### config.mk
export PLATFORM = sky130hd
export DESIGN_NAME = reactive_key_led_compositor
export DESIGN_NICKNAME = d
export VERILOG_FILES = /design/src/hw/rtl/rklc_pkg.sv /design/src/hw/rtl/rklc_ram.sv /design/src/hw/rtl/rklc_ctrl.sv /design/src/hw/rtl/rklc_datapath.sv /design/src/hw/rtl/reactive_key_led_compositor.sv
export SDC_FILE = /design/constraint.sdc
export NUM_CORES = 2
export LEC_CHECK = 0
export BUFFER_PORTS_ARGS = -buffer_cell sky130_fd_sc_hd__buf_4
export CORE_MARGIN = 2
export CORE_UTILIZATION = 35
export CTS_CLUSTER_SIZE = 16
export DETAILED_ROUTE_END_ITERATION = 8
export GPL_ROUTABILITY_DRIVEN = 1
export REMOVE_ABC_BUFFERS = 1
export SYNTH_ARGS = -nofsm -noshare
export SYNTH_HDL_FRONTEND = slang
export SYNTH_HIERARCHICAL = 1
export SYNTH_SLANG_ARGS = --single-unit
### constraint.sdc
create_clock -name clk_i -period 15.5 [get_ports clk_i]
set_clock_uncertainty 0.05 [all_clocks]
set_input_delay 1.55 -clock clk_i [delete_from_list [all_inputs] [get_ports clk_i]]
set_output_delay 1.55 -clock clk_i [all_outputs]
set_load 0.01 [all_outputs]
### src/hw/rtl/rklc_pkg.sv
`timescale 1ns / 1ps

package rklc_pkg;

  // Operation codes carried in the op field.
  localparam logic OP_RECORD = 1'b0;
  localparam logic OP_QUERY  = 1'b1;

  // Configuration register indexes.
  localparam int unsigned CFG_IDX_W = 2;
  localparam logic [CFG_IDX_W-1:0] CFG_BASE_COLOUR = 2'd0;
  localparam logic [CFG_IDX_W-1:0] CFG_BRIGHTNESS  = 2'd1;

  localparam logic [3:0] BASE_COLOUR_RESET = 4'd0;
  localparam logic [7:0] BRIGHTNESS_RESET  = 8'd255;
  localparam logic [3:0] PRESET_COUNT      = 4'd10;

  localparam logic [7:0]  NO_LED      = 8'd255;
  localparam logic [31:0] FADE_MS     = 32'd500;
  localparam logic [8:0]  RING_HALF_W = 9'd14;

  // Reciprocal constants: x / 100 for x < 2^15, x / 25 for x < 4096,
  // x / 14 for x < 4096.
  localparam logic [15:0] RECIP_100 = 16'd41944;
  localparam int unsigned SHIFT_100 = 22;
  localparam logic [11:0] RECIP_25  = 12'd2622;
  localparam int unsigned SHIFT_25  = 16;
  localparam logic [12:0] RECIP_14  = 13'd4682;
  localparam int unsigned SHIFT_14  = 16;

  typedef struct packed {
    logic        op;
    logic [7:0]  led_index;
    logic [7:0]  led_x;
    logic [7:0]  led_y;
    logic        wave_key;
    logic [31:0] now_ms;
  } in_word_t;

  typedef struct packed {
    logic [7:0] red;
    logic [7:0] green;
    logic [7:0] blue;
  } out_word_t;

  // One stored key press event.
  typedef struct packed {
    logic [7:0]  led;
    logic [7:0]  x;
    logic [7:0]  y;
    logic        special;
    logic [31:0] stamp;
  } slot_t;

  typedef struct packed {
    logic record;
    logic load_query;
    logic init_colour;
    logic issue;
  } dp_cmd_t;

  typedef struct packed {
    logic walk_last;
    logic pipe_empty;
  } dp_status_t;

  typedef enum logic [2:0] {
    ST_IDLE,
    ST_BASE,
    ST_WALK,
    ST_DRAIN,
    ST_RESULT
  } ctrl_state_e;

  function automatic out_word_t preset_colour(input logic [3:0] idx);
    out_word_t c;
    unique case (idx)
      4'd0:    c = '{red: 8'd0,   green: 8'd0,   blue: 8'd255};
      4'd1:    c = '{red: 8'd255, green: 8'd200, blue: 8'd0};
      4'd2:    c = '{red: 8'd148, green: 8'd0,   blue: 8'd211};
      4'd3:    c = '{red: 8'd255, green: 8'd20,  blue: 8'd147};
      4'd4:    c = '{red: 8'd0,   green: 8'd200, blue: 8'd200};
      4'd5:    c = '{red: 8'd255, green: 8'd80,  blue: 8'd0};
      4'd6:    c = '{red: 8'd50,  green: 8'd255, blue: 8'd50};
      4'd7:    c = '{red: 8'd255, green: 8'd255, blue: 8'd255};
      4'd8:    c = '{red: 8'd255, green: 8'd0,   blue: 8'd0};
      default: c = '{red: 8'd0,   green: 8'd0,   blue: 8'd0};
    endcase
    return c;
  endfunction

  // Exact x / 255 for any 16-bit product of two bytes.
  function automatic logic [7:0] div255(input logic [15:0] x);
    logic [15:0] s;
    s = x + 16'd1 + {8'd0, x[15:8]};
    return s[15:8];
  endfunction

endpackage

### src/hw/rtl/rklc_ram.sv
`timescale 1ns / 1ps

module rklc_ram #(
  parameter int unsigned Width = 8,
  parameter int unsigned Depth = 16
) (
  input  logic                                      clk_i,
  input  logic                                      we_i,
  input  logic [((Depth > 1) ? $clog2(Depth) : 1)-1:0] waddr_i,
  input  logic [Width-1:0]                          wdata_i,
  input  logic [((Depth > 1) ? $clog2(Depth) : 1)-1:0] raddr_i,
  output logic [Width-1:0]                          rdata_o
);

  logic [Width-1:0] mem_q [Depth];
  logic [Width-1:0] rdata_q;

  always_ff @(posedge clk_i) begin
    if (we_i) begin
      mem_q[waddr_i] <= wdata_i;
    end
    rdata_q <= mem_q[raddr_i];
  end

  assign rdata_o = rdata_q;

endmodule

### src/hw/rtl/rklc_ctrl.sv
`timescale 1ns / 1ps

module rklc_ctrl (
  input  logic                 clk_i,
  input  logic                 rst_ni,
  input  logic                 start,
  input  logic                 op_i,
  input  rklc_pkg::dp_status_t status_i,
  output rklc_pkg::dp_cmd_t    cmd_o,
  output logic                 busy,
  output logic                 result_strobe_o
);

  import rklc_pkg::*;

  ctrl_state_e state_q, state_d;

  always_ff @(posedge clk_i or negedge rst_ni) begin
    if (!rst_ni) begin
      state_q <= ST_IDLE;
    end else begin
      state_q <= state_d;
    end
  end

  always_comb begin
    state_d         = state_q;
    cmd_o           = '0;
    busy            = 1'b1;
    result_strobe_o = 1'b0;
    unique case (state_q)
      ST_IDLE: begin
        busy = 1'b0;
        if (start) begin
          if (op_i == OP_QUERY) begin
            cmd_o.load_query = 1'b1;
            state_d          = ST_BASE;
          end else begin
            cmd_o.record = 1'b1;
          end
        end
      end
      ST_BASE: begin
        cmd_o.init_colour = 1'b1;
        state_d           = ST_WALK;
      end
      ST_WALK: begin
        cmd_o.issue = 1'b1;
        if (status_i.walk_last) begin
          state_d = ST_DRAIN;
        end
      end
      ST_DRAIN: begin
        if (status_i.pipe_empty) begin
          state_d = ST_RESULT;
        end
      end
      ST_RESULT: begin
        result_strobe_o = 1'b1;
        state_d         = ST_IDLE;
      end
      default: begin
        state_d = ST_IDLE;
      end
    endcase
  end

endmodule

### src/hw/rtl/rklc_datapath.sv
`timescale 1ns / 1ps

module rklc_datapath #(
  parameter int unsigned EVENT_SLOTS = 16
) (
  input  logic                                clk_i,
  input  logic                                rst_ni,
  input  rklc_pkg::in_word_t                  in_i,
  input  rklc_pkg::dp_cmd_t                   cmd_i,
  output rklc_pkg::dp_status_t                status_o,
  input  logic                                cfg_valid_i,
  input  logic [rklc_pkg::CFG_IDX_W-1:0]      cfg_index_i,
  input  logic [7:0]                          cfg_data_i,
  output rklc_pkg::out_word_t                 colour_o
);

  import rklc_pkg::*;

  localparam int unsigned SlotW = (EVENT_SLOTS > 1) ? $clog2(EVENT_SLOTS) : 1;
  localparam logic [SlotW-1:0] LastSlot = SlotW'(EVENT_SLOTS - 1);

  // Configuration registers.
  logic [3:0] base_idx_q;
  logic [7:0] bright_q;

  always_ff @(posedge clk_i or negedge rst_ni) begin
    if (!rst_ni) begin
      base_idx_q <= BASE_COLOUR_RESET;
      bright_q   <= BRIGHTNESS_RESET;
    end else if (cfg_valid_i) begin
      if (cfg_index_i == CFG_BASE_COLOUR) begin
        base_idx_q <= cfg_data_i[3:0];
      end else if (cfg_index_i == CFG_BRIGHTNESS) begin
        bright_q <= cfg_data_i;
      end
    end
  end

  // Ring write pointer, walk counter and active flags.
  logic [SlotW-1:0]       next_slot_q, next_slot_d;
  logic [SlotW-1:0]       walk_q, walk_d;
  logic [EVENT_SLOTS-1:0] active_q, active_d;
  logic                   rec_we;
  slot_t                  rec_word;
  slot_t                  rd_word;

  assign rec_we   = cmd_i.record && (in_i.led_index != NO_LED);
  assign rec_word = '{led: in_i.led_index, x: in_i.led_x, y: in_i.led_y,
                      special: in_i.wave_key, stamp: in_i.now_ms};

  rklc_ram #(
    .Width ($bits(slot_t)),
    .Depth (EVENT_SLOTS)
  ) u_slot_ram (
    .clk_i   (clk_i),
    .we_i    (rec_we),
    .waddr_i (next_slot_q),
    .wdata_i (rec_word),
    .raddr_i (walk_q),
    .rdata_o (rd_word)
  );

  // Latched query.
  logic [7:0]  q_led_q, q_x_q, q_y_q;
  logic [31:0] q_now_q;

  always_ff @(posedge clk_i) begin
    if (cmd_i.load_query) begin
      q_led_q <= in_i.led_index;
      q_x_q   <= in_i.led_x;
      q_y_q   <= in_i.led_y;
      q_now_q <= in_i.now_ms;
    end
  end

  // Pipeline valid flags: stage 1 sees the memory read data.
  logic             v1_q, v2_q, v3_q, v4_q;
  logic [SlotW-1:0] idx1_q;

  // Stage 1: elapsed time, expiry, distance.
  logic [31:0] el;
  logic        s1_active, s1_live, s1_expired;
  logic [8:0]  el9;
  logic [7:0]  dx, dy;
  logic        s2_live_q, s2_special_q, s2_match_q;
  logic [14:0] s2_el51_q;
  logic [10:0] s2_el4_q;
  logic [8:0]  s2_dist_q;

  assign el         = q_now_q - rd_word.stamp;
  assign s1_active  = v1_q && active_q[idx1_q];
  assign s1_expired = s1_active && (el > FADE_MS);
  assign s1_live    = s1_active && !(el > FADE_MS);
  assign el9        = el[8:0];
  assign dx         = (q_x_q >= rd_word.x) ? (q_x_q - rd_word.x) : (rd_word.x - q_x_q);
  assign dy         = (q_y_q >= rd_word.y) ? (q_y_q - rd_word.y) : (rd_word.y - q_y_q);

  always_ff @(posedge clk_i) begin
    s2_live_q    <= s1_live;
    s2_special_q <= rd_word.special;
    s2_match_q   <= (rd_word.led == q_led_q);
    s2_el51_q    <= 15'(el9) * 15'd51;
    s2_el4_q     <= {el9, 2'b00};
    s2_dist_q    <= 9'(dx) + 9'(dy);
  end

  // Stage 2: fade level and wave front radius.
  logic [30:0] fade_prod;
  logic [22:0] front_prod;
  logic        s3_live_q, s3_special_q, s3_match_q;
  logic [7:0]  s3_fade_q;
  logic [6:0]  s3_front_q;
  logic [8:0]  s3_dist_q;

  assign fade_prod  = 31'(s2_el51_q) * 31'(RECIP_100);
  assign front_prod = 23'(s2_el4_q) * 23'(RECIP_25);

  always_ff @(posedge clk_i) begin
    s3_live_q    <= s2_live_q;
    s3_special_q <= s2_special_q;
    s3_match_q   <= s2_match_q;
    s3_fade_q    <= 8'd255 - fade_prod[SHIFT_100 +: 8];
    s3_front_q   <= front_prod[SHIFT_25 +: 7];
    s3_dist_q    <= s2_dist_q;
  end

  // Stage 3: distance from the front and weighted fade.
  logic [8:0]  front9, dfront;
  logic        near;
  logic [3:0]  wgt;
  logic        s4_live_q, s4_special_q, s4_match_q, s4_near_q;
  logic [7:0]  s4_fade_q;
  logic [11:0] s4_prod_q;

  assign front9 = 9'(s3_front_q);
  assign dfront = (s3_dist_q >= front9) ? (s3_dist_q - front9) : (front9 - s3_dist_q);
  assign near   = dfront < RING_HALF_W;
  assign wgt    = near ? (4'(RING_HALF_W) - dfront[3:0]) : 4'd0;

  always_ff @(posedge clk_i) begin
    s4_live_q    <= s3_live_q;
    s4_special_q <= s3_special_q;
    s4_match_q   <= s3_match_q;
    s4_near_q    <= near;
    s4_fade_q    <= s3_fade_q;
    s4_prod_q    <= 12'(s3_fade_q) * 12'(wgt);
  end

  // Stage 4: ring brightness and compositing in slot order.
  logic [24:0] lb_prod;
  logic [7:0]  lb;
  out_word_t   colour_q, colour_d;
  out_word_t   preset;

  assign lb_prod = 25'(s4_prod_q) * 25'(RECIP_14);
  assign lb      = lb_prod[SHIFT_14 +: 8];
  assign preset  = preset_colour(base_idx_q);

  always_comb begin
    colour_d = colour_q;
    if (cmd_i.init_colour) begin
      colour_d.red   = div255(16'(preset.red) * 16'(bright_q));
      colour_d.green = div255(16'(preset.green) * 16'(bright_q));
      colour_d.blue  = div255(16'(preset.blue) * 16'(bright_q));
    end else if (v4_q && s4_live_q) begin
      if (s4_special_q) begin
        if (s4_near_q && (lb != 8'd0)) begin
          colour_d = '{red: lb, green: 8'd0, blue: 8'd0};
        end
      end else if (s4_match_q) begin
        colour_d = '{red: 8'd0, green: s4_fade_q, blue: 8'd0};
      end
    end
  end

  always_ff @(posedge clk_i) begin
    colour_q <= colour_d;
  end

  // Control registers.
  always_comb begin
    next_slot_d = next_slot_q;
    active_d    = active_q;
    walk_d      = walk_q;
    if (rec_we) begin
      active_d[next_slot_q] = 1'b1;
      next_slot_d = (next_slot_q == LastSlot) ? '0 : next_slot_q + 1'b1;
    end
    if (s1_expired) begin
      active_d[idx1_q] = 1'b0;
    end
    if (cmd_i.load_query) begin
      walk_d = '0;
    end else if (cmd_i.issue) begin
      walk_d = (walk_q == LastSlot) ? '0 : walk_q + 1'b1;
    end
  end

  always_ff @(posedge clk_i or negedge rst_ni) begin
    if (!rst_ni) begin
      next_slot_q <= '0;
      active_q    <= '0;
      walk_q      <= '0;
      v1_q        <= 1'b0;
      v2_q        <= 1'b0;
      v3_q        <= 1'b0;
      v4_q        <= 1'b0;
      idx1_q      <= '0;
    end else begin
      next_slot_q <= next_slot_d;
      active_q    <= active_d;
      walk_q      <= walk_d;
      v1_q        <= cmd_i.issue;
      v2_q        <= v1_q;
      v3_q        <= v2_q;
      v4_q        <= v3_q;
      idx1_q      <= walk_q;
    end
  end

  assign status_o.walk_last  = (walk_q == LastSlot);
  assign status_o.pipe_empty = !(v1_q || v2_q || v3_q || v4_q);
  assign colour_o            = colour_q;

endmodule

### src/hw/rtl/reactive_key_led_compositor.sv
// A record word is taken and busy stays low.
// A query word holds busy through the base, walk, drain and result states; its colour
// appears on result_o with result_strobe_o for the last of them, so a new query is taken
// only once the last is done; the walk goes over the slot memory at one read a cycle.
// The receiver cannot stall; configuration writes are always taken.
// Reset clears every slot to inactive and the write pointer, and selects preset 0 at full brightness.
`timescale 1ns / 1ps

module reactive_key_led_compositor #(
  parameter int unsigned EVENT_SLOTS = 16
) (
  input  logic                           clk_i,
  input  logic                           rst_ni,
  input  logic                           start,
  output logic                           busy,
  input  rklc_pkg::in_word_t             in_i,
  output rklc_pkg::out_word_t            result_o,
  output logic                           result_strobe_o,
  input  logic                           cfg_valid_i,
  output logic                           cfg_ready_o,
  input  logic [rklc_pkg::CFG_IDX_W-1:0] cfg_index_i,
  input  logic [7:0]                     cfg_data_i
);

  import rklc_pkg::*;

  dp_cmd_t    cmd;
  dp_status_t status;

  assign cfg_ready_o = 1'b1;

  rklc_ctrl u_ctrl (
    .clk_i           (clk_i),
    .rst_ni          (rst_ni),
    .start           (start),
    .op_i            (in_i.op),
    .status_i        (status),
    .cmd_o           (cmd),
    .busy            (busy),
    .result_strobe_o (result_strobe_o)
  );

  rklc_datapath #(
    .EVENT_SLOTS (EVENT_SLOTS)
  ) u_datapath (
    .clk_i       (clk_i),
    .rst_ni      (rst_ni),
    .in_i        (in_i),
    .cmd_i       (cmd),
    .status_o    (status),
    .cfg_valid_i (cfg_valid_i && cfg_ready_o),
    .cfg_index_i (cfg_index_i),
    .cfg_data_i  (cfg_data_i),
    .colour_o    (result_o)
  );

endmodule

After elaboration in Yosys (flattened, before gate mapping)
Memory sizes are Yosys's and may differ from the RTL's. A register that Yosys moved wholly into a read port is not among the register bits.
Cells that the tools add are included.
{ "word_totals": {"reg_bits": 214, "ram_bits": 912, "rom_bits": 384, "in_bits": 72, "output_inout_bits": 27, "memories": 2} }
{ "classes": {"addsub": 18, "multipliers": 8, "order_cmp": 9, "n_eq_ne": 14, "mux": 36, "bitwise": 4, "n_reduce_logical": 22} }
{ "mem_list": {"columns": ["name", "words", "word_bits", "rd", "rd_ports_with_merged_regs", "wr", "line", "text"], "rows": [
  ["u_datapath.u_slot_ram.mem_q", 16, 57, 1, 1, 1, "rklc_ram.sv:15", "logic [Width-1:0] mem_q [Depth];"],
  ["(name not given)", 16, 24, 1, 0, 0, "rklc_pkg.sv:77", "unique case (idx)"]
]} }
{ "ops": {"columns": ["operator", "n"], "rows": [
  ["24-bit 2-to-1 mux", 5],
  ["16-bit by 1-bit adder with 16-bit output, second input constant", 3],
  ["16-bit by 8-bit adder with 16-bit output", 3],
  ["8-bit by 8-bit multiplier with 16-bit output", 3],
  ["32-bit by 9-bit greater-than comparator with 1-bit output, second input constant", 1],
  ["16-bit 2-to-1 mux", 2],
  ["32-bit subtractor", 1],
  ["8-bit subtractor", 4],
  ["15-bit by 13-bit multiplier with 27-bit output, second input constant", 1],
  ["12-bit by 12-bit multiplier with 23-bit output, second input constant", 1],
  ["9-bit by 11-bit multiplier with 20-bit output, second input constant", 1],
  ["4-bit 2-to-1 mux", 5],
  ["16-bit bitwise AND", 1],
  ["8-bit greater-or-equal comparator", 2],
  ["8-bit 2-to-1 mux", 2],
  ["16-bit inverter", 1],
  ["16-bit bitwise OR", 1],
  ["9-bit by 6-bit multiplier with 15-bit output, second input constant", 1],
  ["8-bit by 4-bit multiplier with 12-bit output", 1],
  ["3-bit 2-to-1 mux", 4],
  ["3-bit case mux with 4 select lines", 1],
  ["1-bit 2-to-1 mux", 11],
  ["4-bit by 5-bit < comparator with 1-bit output, second input constant", 2],
  ["8-bit by 8-bit adder with 9-bit output", 1],
  ["33 further kinds", 53]
]} }

Longest topological paths before layout
{ "depth": {"word_depth": 8, "mapped_depth": 31, "depth_no_buf": 30} }

Hierarchy
Netlist, hierarchy kept.
{ "by_module_without_submodules": {"columns": ["module", "n_inst", "cells_per_inst", "area_per_inst_um2", "seq_area_each_um2"], "rows": [
  ["rklc_ram", 1, 1470, 35253.8, 28527.4],
  ["rklc_datapath", 1, 2807, 26585.5, 5235.0],
  ["rklc_ctrl", 1, 17, 186.4, 75.1],
  ["reactive_key_led_compositor", 1, 2, 11.3, 0.0]
]} }

Worst setup path after synthesis
OpenSTA, ideal clock, no wires.
{ "synth_path": {"path_type": "input-to-reg", "startpoint": "in in_i[57] in the netlist's numbering", "endpoint": "mem u_datapath/u_slot_ram/mem_q[0][0] in the netlist's numbering (enable)", "setup_time_ns": 0.542, "t_arrival_ns": 6.638, "required_ns": 14.908, "path_slack_ns": 8.270, "cell_stages": 5, "path_buffers": 1, "path_cell_list": "nor3b_2 > o21a_1 > clkbuf_1 > or3b_2 > nor3_1"} }
{ "synth_via": {"elab_chain_len": 6} }
{ "synth_lines": {"columns": ["item", "line", "text"], "rows": [
  ["start, declared", "reactive_key_led_compositor.sv:16", "input rklc_pkg::in_word_t in_i,"],
  ["1-bit 2-to-1 mux", "rklc_ctrl.sv:35", "if (op_i == OP_QUERY) begin"],
  ["2-bit 2-to-1 mux", "rklc_ctrl.sv:34", "if (start) begin"],
  ["2-bit 2-to-1 mux", "rklc_ctrl.sv:31", "unique case (state_q)"],
  ["1-bit logical AND", "rklc_datapath.sv:47", "assign rec_we = cmd_i.record && (in_i.led_index != NO_LED);"],
  ["net u_datapath.rec_we", "rklc_datapath.sv:43", "logic rec_we;"],
  ["1-bit 2-to-1 mux", "rklc_ram.sv:19", "if (we_i) begin"],
  ["1-bit 2-to-1 mux (not written as such)", "rklc_ram.sv:20", "mem_q[waddr_i] <= wdata_i;"],
  ["end, declared", "rklc_ram.sv:15", null]
]} }
The timed path passes the listed nets, and every way through them passes these cells.

==> key figures <==
Critical path
  • Req. time, crit path: between 15 and 20 ns
  • Critical Path Sink Type: flip-flop
  • Critical path fanouts, max: 10
  • CP Data Arrival Time: approximately 8 ns
  • R2R Path Start: u_datapath/base_idx_q[0]
  • Critical path launch point type: flip-flop
  • Crit path launch: u_datapath/base_idx_q[0]
  • Reg2Reg Setup Slack: 7.81 ns
  • Crit Path Class: flip-flop to flip-flop

Finish
  • P&R area growth vs syn: 12.5%
  • Non-filler cells, final: 6888
  • Final core occ: 39.6%
  • Design area: 69800 um^2
  • Share of cells above drive strength 1: 14.5%
  • # fillers: roughly 16000
  • Most frequent cells in the layout: edfxtp_1, inv_1, ha_1, fa_1, mux4_2
  • Net count, final: 5245
  • Most common cell after layout, fill and taps aside: edfxtp_1

Yosys
  • Synthesized area per cell: 14.4 um^2
  • Mapped Area: 62000 um^2
  • Register area share after synthesis: 54.5%
  • Number of distinct library cells after synthesis: 98
  • Syn Inst Count: roughly 4300
  • Asr flop ratio synth: 3.98%
  • Yosys warning count: 6
  • Count of state elements after synthesis: 1182
  • Post-synth EDFFs: 992
  • Top FF cell, synth: edfxtp_1

Clock tree
  • TritonCTS buffer count: 120
  • Worst-Skew Late Latency: 0.76 ns
  • Clock root buffer: clkbuf_16
  • Reg clk slew, reported paths: 0.08 ns
  • H-tree levels: 3
  • Post-CTS Setup Inserts: 0
  • CTS tree: yes
  • Clock buffer depth: 3
  • Cts hold-fix bufs: 0
  • Clk sinks: roughly 1200
  • PostCTS Resize Cnt: 0

Timing
  • Worst slew margin: a little under a quarter
  • RSZ-0062 raised after global routing: no
  • Least-Margin Pin Slew: 1.15 ns
  • Maximum clock rate: 0.130 GHz
  • Slew Viols, Final: 0
  • Final hold violations: 0
  • Final TNS setup: 0 ns
  • Tmin final: ~7.7 ns
  • Final Setup Violations: 0
  • Fin crit share: 49.6%

Global routing
  • First-pass GRT wire length: 215 mm
  • Vias in the first global route: 36068
  • Gr usage total: between 15 and 20%
  • Total gr overflow: 0
  • Antenna violations before repair: 15
  • Largest net degree at the start of global routing: around 100

Detailed routing
  • Routed WL per cell: 20.3 um
  • Via count: about 35000
  • Initial DRC count: between 2000 and 2500
  • Post-DRT Antenna Nets: 0
  • Routed wire length: between 100 and 150 mm
  • Via density per instance: 5.09
  • First-pass DRT Iterations: 6
  • Detailed-route DRC error count: 0

Placed design
  • Dpl cell area: 65500 um^2
  • RD Place Congestion: 0.834
  • Number of cells after detailed placement: 6657
  • Post-DP HPWL: 87.5 mm
  • IO Port Bufs: 97

Floorplanning
  • Io pins: between 90 and 100
  • # rows: 154
  • Core Box Area: approximately 180000 um^2
  • Initial Util: about a third
  • Die Ht: 425 um
  • Die Area: 181000 um^2
  • Die width: 425 um

Min path
  • Hold Crit Class: flip-flop to flip-flop
  • Worst hold start: u_datapath/s2_dist_q[5]

Run
  • Max Cap Violations: 0

Status
  • Status: completed
-- sequential cells by signal (all words and copies together), names as in the netlist, 9 cells and up --
register                       cells
u_datapath/u_slot_ram/rdata_o     57
u_datapath/s2_el51_q              15
u_datapath/active_q               16
u_datapath/s2_dist_q               9
u_datapath/q_now_q                32
u_datapath/s4_prod_q              12
u_datapath/u_slot_ram/mem_q      912
u_datapath/colour_o               24
u_datapath/s3_dist_q               9
-- cells by family (layout without fill, tap and decap cells) --
logic type | count (synthesis) | count (layout) | synth area share, %
AOI/OAI and AO/OA | 582 | 582 | 6.37
xor gates and xnor gates | 156 | 156 | 2.20
adders and majority gates | 736 | 736 | 17.7
buffers and inverters | 695 | 946 | 4.54
DFF | 1182 | 1182 | 54.5
muxes | 259 | 259 | 8.91
other | 1 | 2 | 0.00604
and+or+nand+nor | 685 | 685 | 5.68
-- routing by layer --
layer / part of all wire [%] / vias to the layer above / global-route usage, % / wire length, um
met5: 0.036 / - / 0 / 51
met4: 2.0 / 8 / 3.32 / 2740
met3: 5.6 / 181 / 2.67 / 7830
met2: 50 / 833 / 26.7 / 69600
met1: 43 / 17941 / 20.3 / 59500
li1: - / 16064 / - / -
-- worst max-delay path, cell delays in order, from the launching register on --
cell	delay (ns)
dfrtp_1	0.44
inv_1	0.12
ha_1	0.23
nor2_1	0.13
a211oi_1	0.07
a21oi_1	0.63
and2_1	0.25
inv_1	0.07
fa_1	0.53
inv_1	0.06
fa_1	0.50
fa_1	0.54
inv_1	0.06
fa_1	0.52
inv_1	0.04
ha_1	0.22
or3_1	0.37
a21oi_1	0.19
o311ai_0	0.22
a21o_1	0.22
a21oi_1	0.16
xnor2_1	0.22
ha_1	0.32
and3_1	0.19
a311oi_1	0.56
nor2_1	0.13
xor2_1	0.17
a22o_1	0.23
-- synth_stat cells, types with 25 or more instances --
cell        n  area (um^2)
and2_1    105          657
a22oi_1   115          863
nand2_1   213          800
nand3_1    43          215
nor2_1    111          417
edfxtp_1  992        29800
clkbuf_1   65          244
a31oi_1    44          275
xnor2_1    99          867
dfrtp_1    39          976
o21bai_1   25          188
mux4_2    232         5230
a21oi_1   117          586
xor2_1     57          499
inv_1     574         2150
a21o_1     53          398
dfxtp_1   143         2860
fa_1      240         4800
nor3_1     29          145
o21ai_0    75          375
ha_1      494         6180
-- worst paths after layout --
check	cells past startpoint	endpoint
min in group asynchronous	1	u_datapath/walk_q[0]
min reg2reg	0	u_datapath/s3_dist_q[5]
max reg2reg	27	u_datapath/colour_o[22]
min	0	u_datapath/s3_dist_q[5]
max	27	u_datapath/colour_o[22]
max in group asynchronous	1	u_datapath/walk_q[1]
-- through the flow --
stage / worst slack [ns] / hold slack (ns)
final: 7.81 / 0.277
after global routing: 7.13 / 0.281
after CTS: 7.80 / 0.277
after detailed placement: 7.80 / 0.262
after global placement: 7.86 / 0.261
after floorplan: 5.44 / 0.260
-- area by class of cell --
class / instances / area, um^2 / share of cell area (%)
Timing Repair Buffer: 141 / 1080 / 1.55
Clock buffer: 144 / 3260 / 4.67
Inverter: 575 / 2160 / 3.09
Tap cell: 2340 / 2930 / 4.19
Multi-Input combinational cell: 2419 / 25500 / 36.6
Sequential cell: 1182 / 33800 / 48.5
Antenna cell: 1 / 2.50 / 0.00359
Clock inverter: 86 / 997 / 1.43
Power is left out: the tool's default activity adds up to more than one toggle a clock period on the data nets, which glitch-free logic cannot reach.
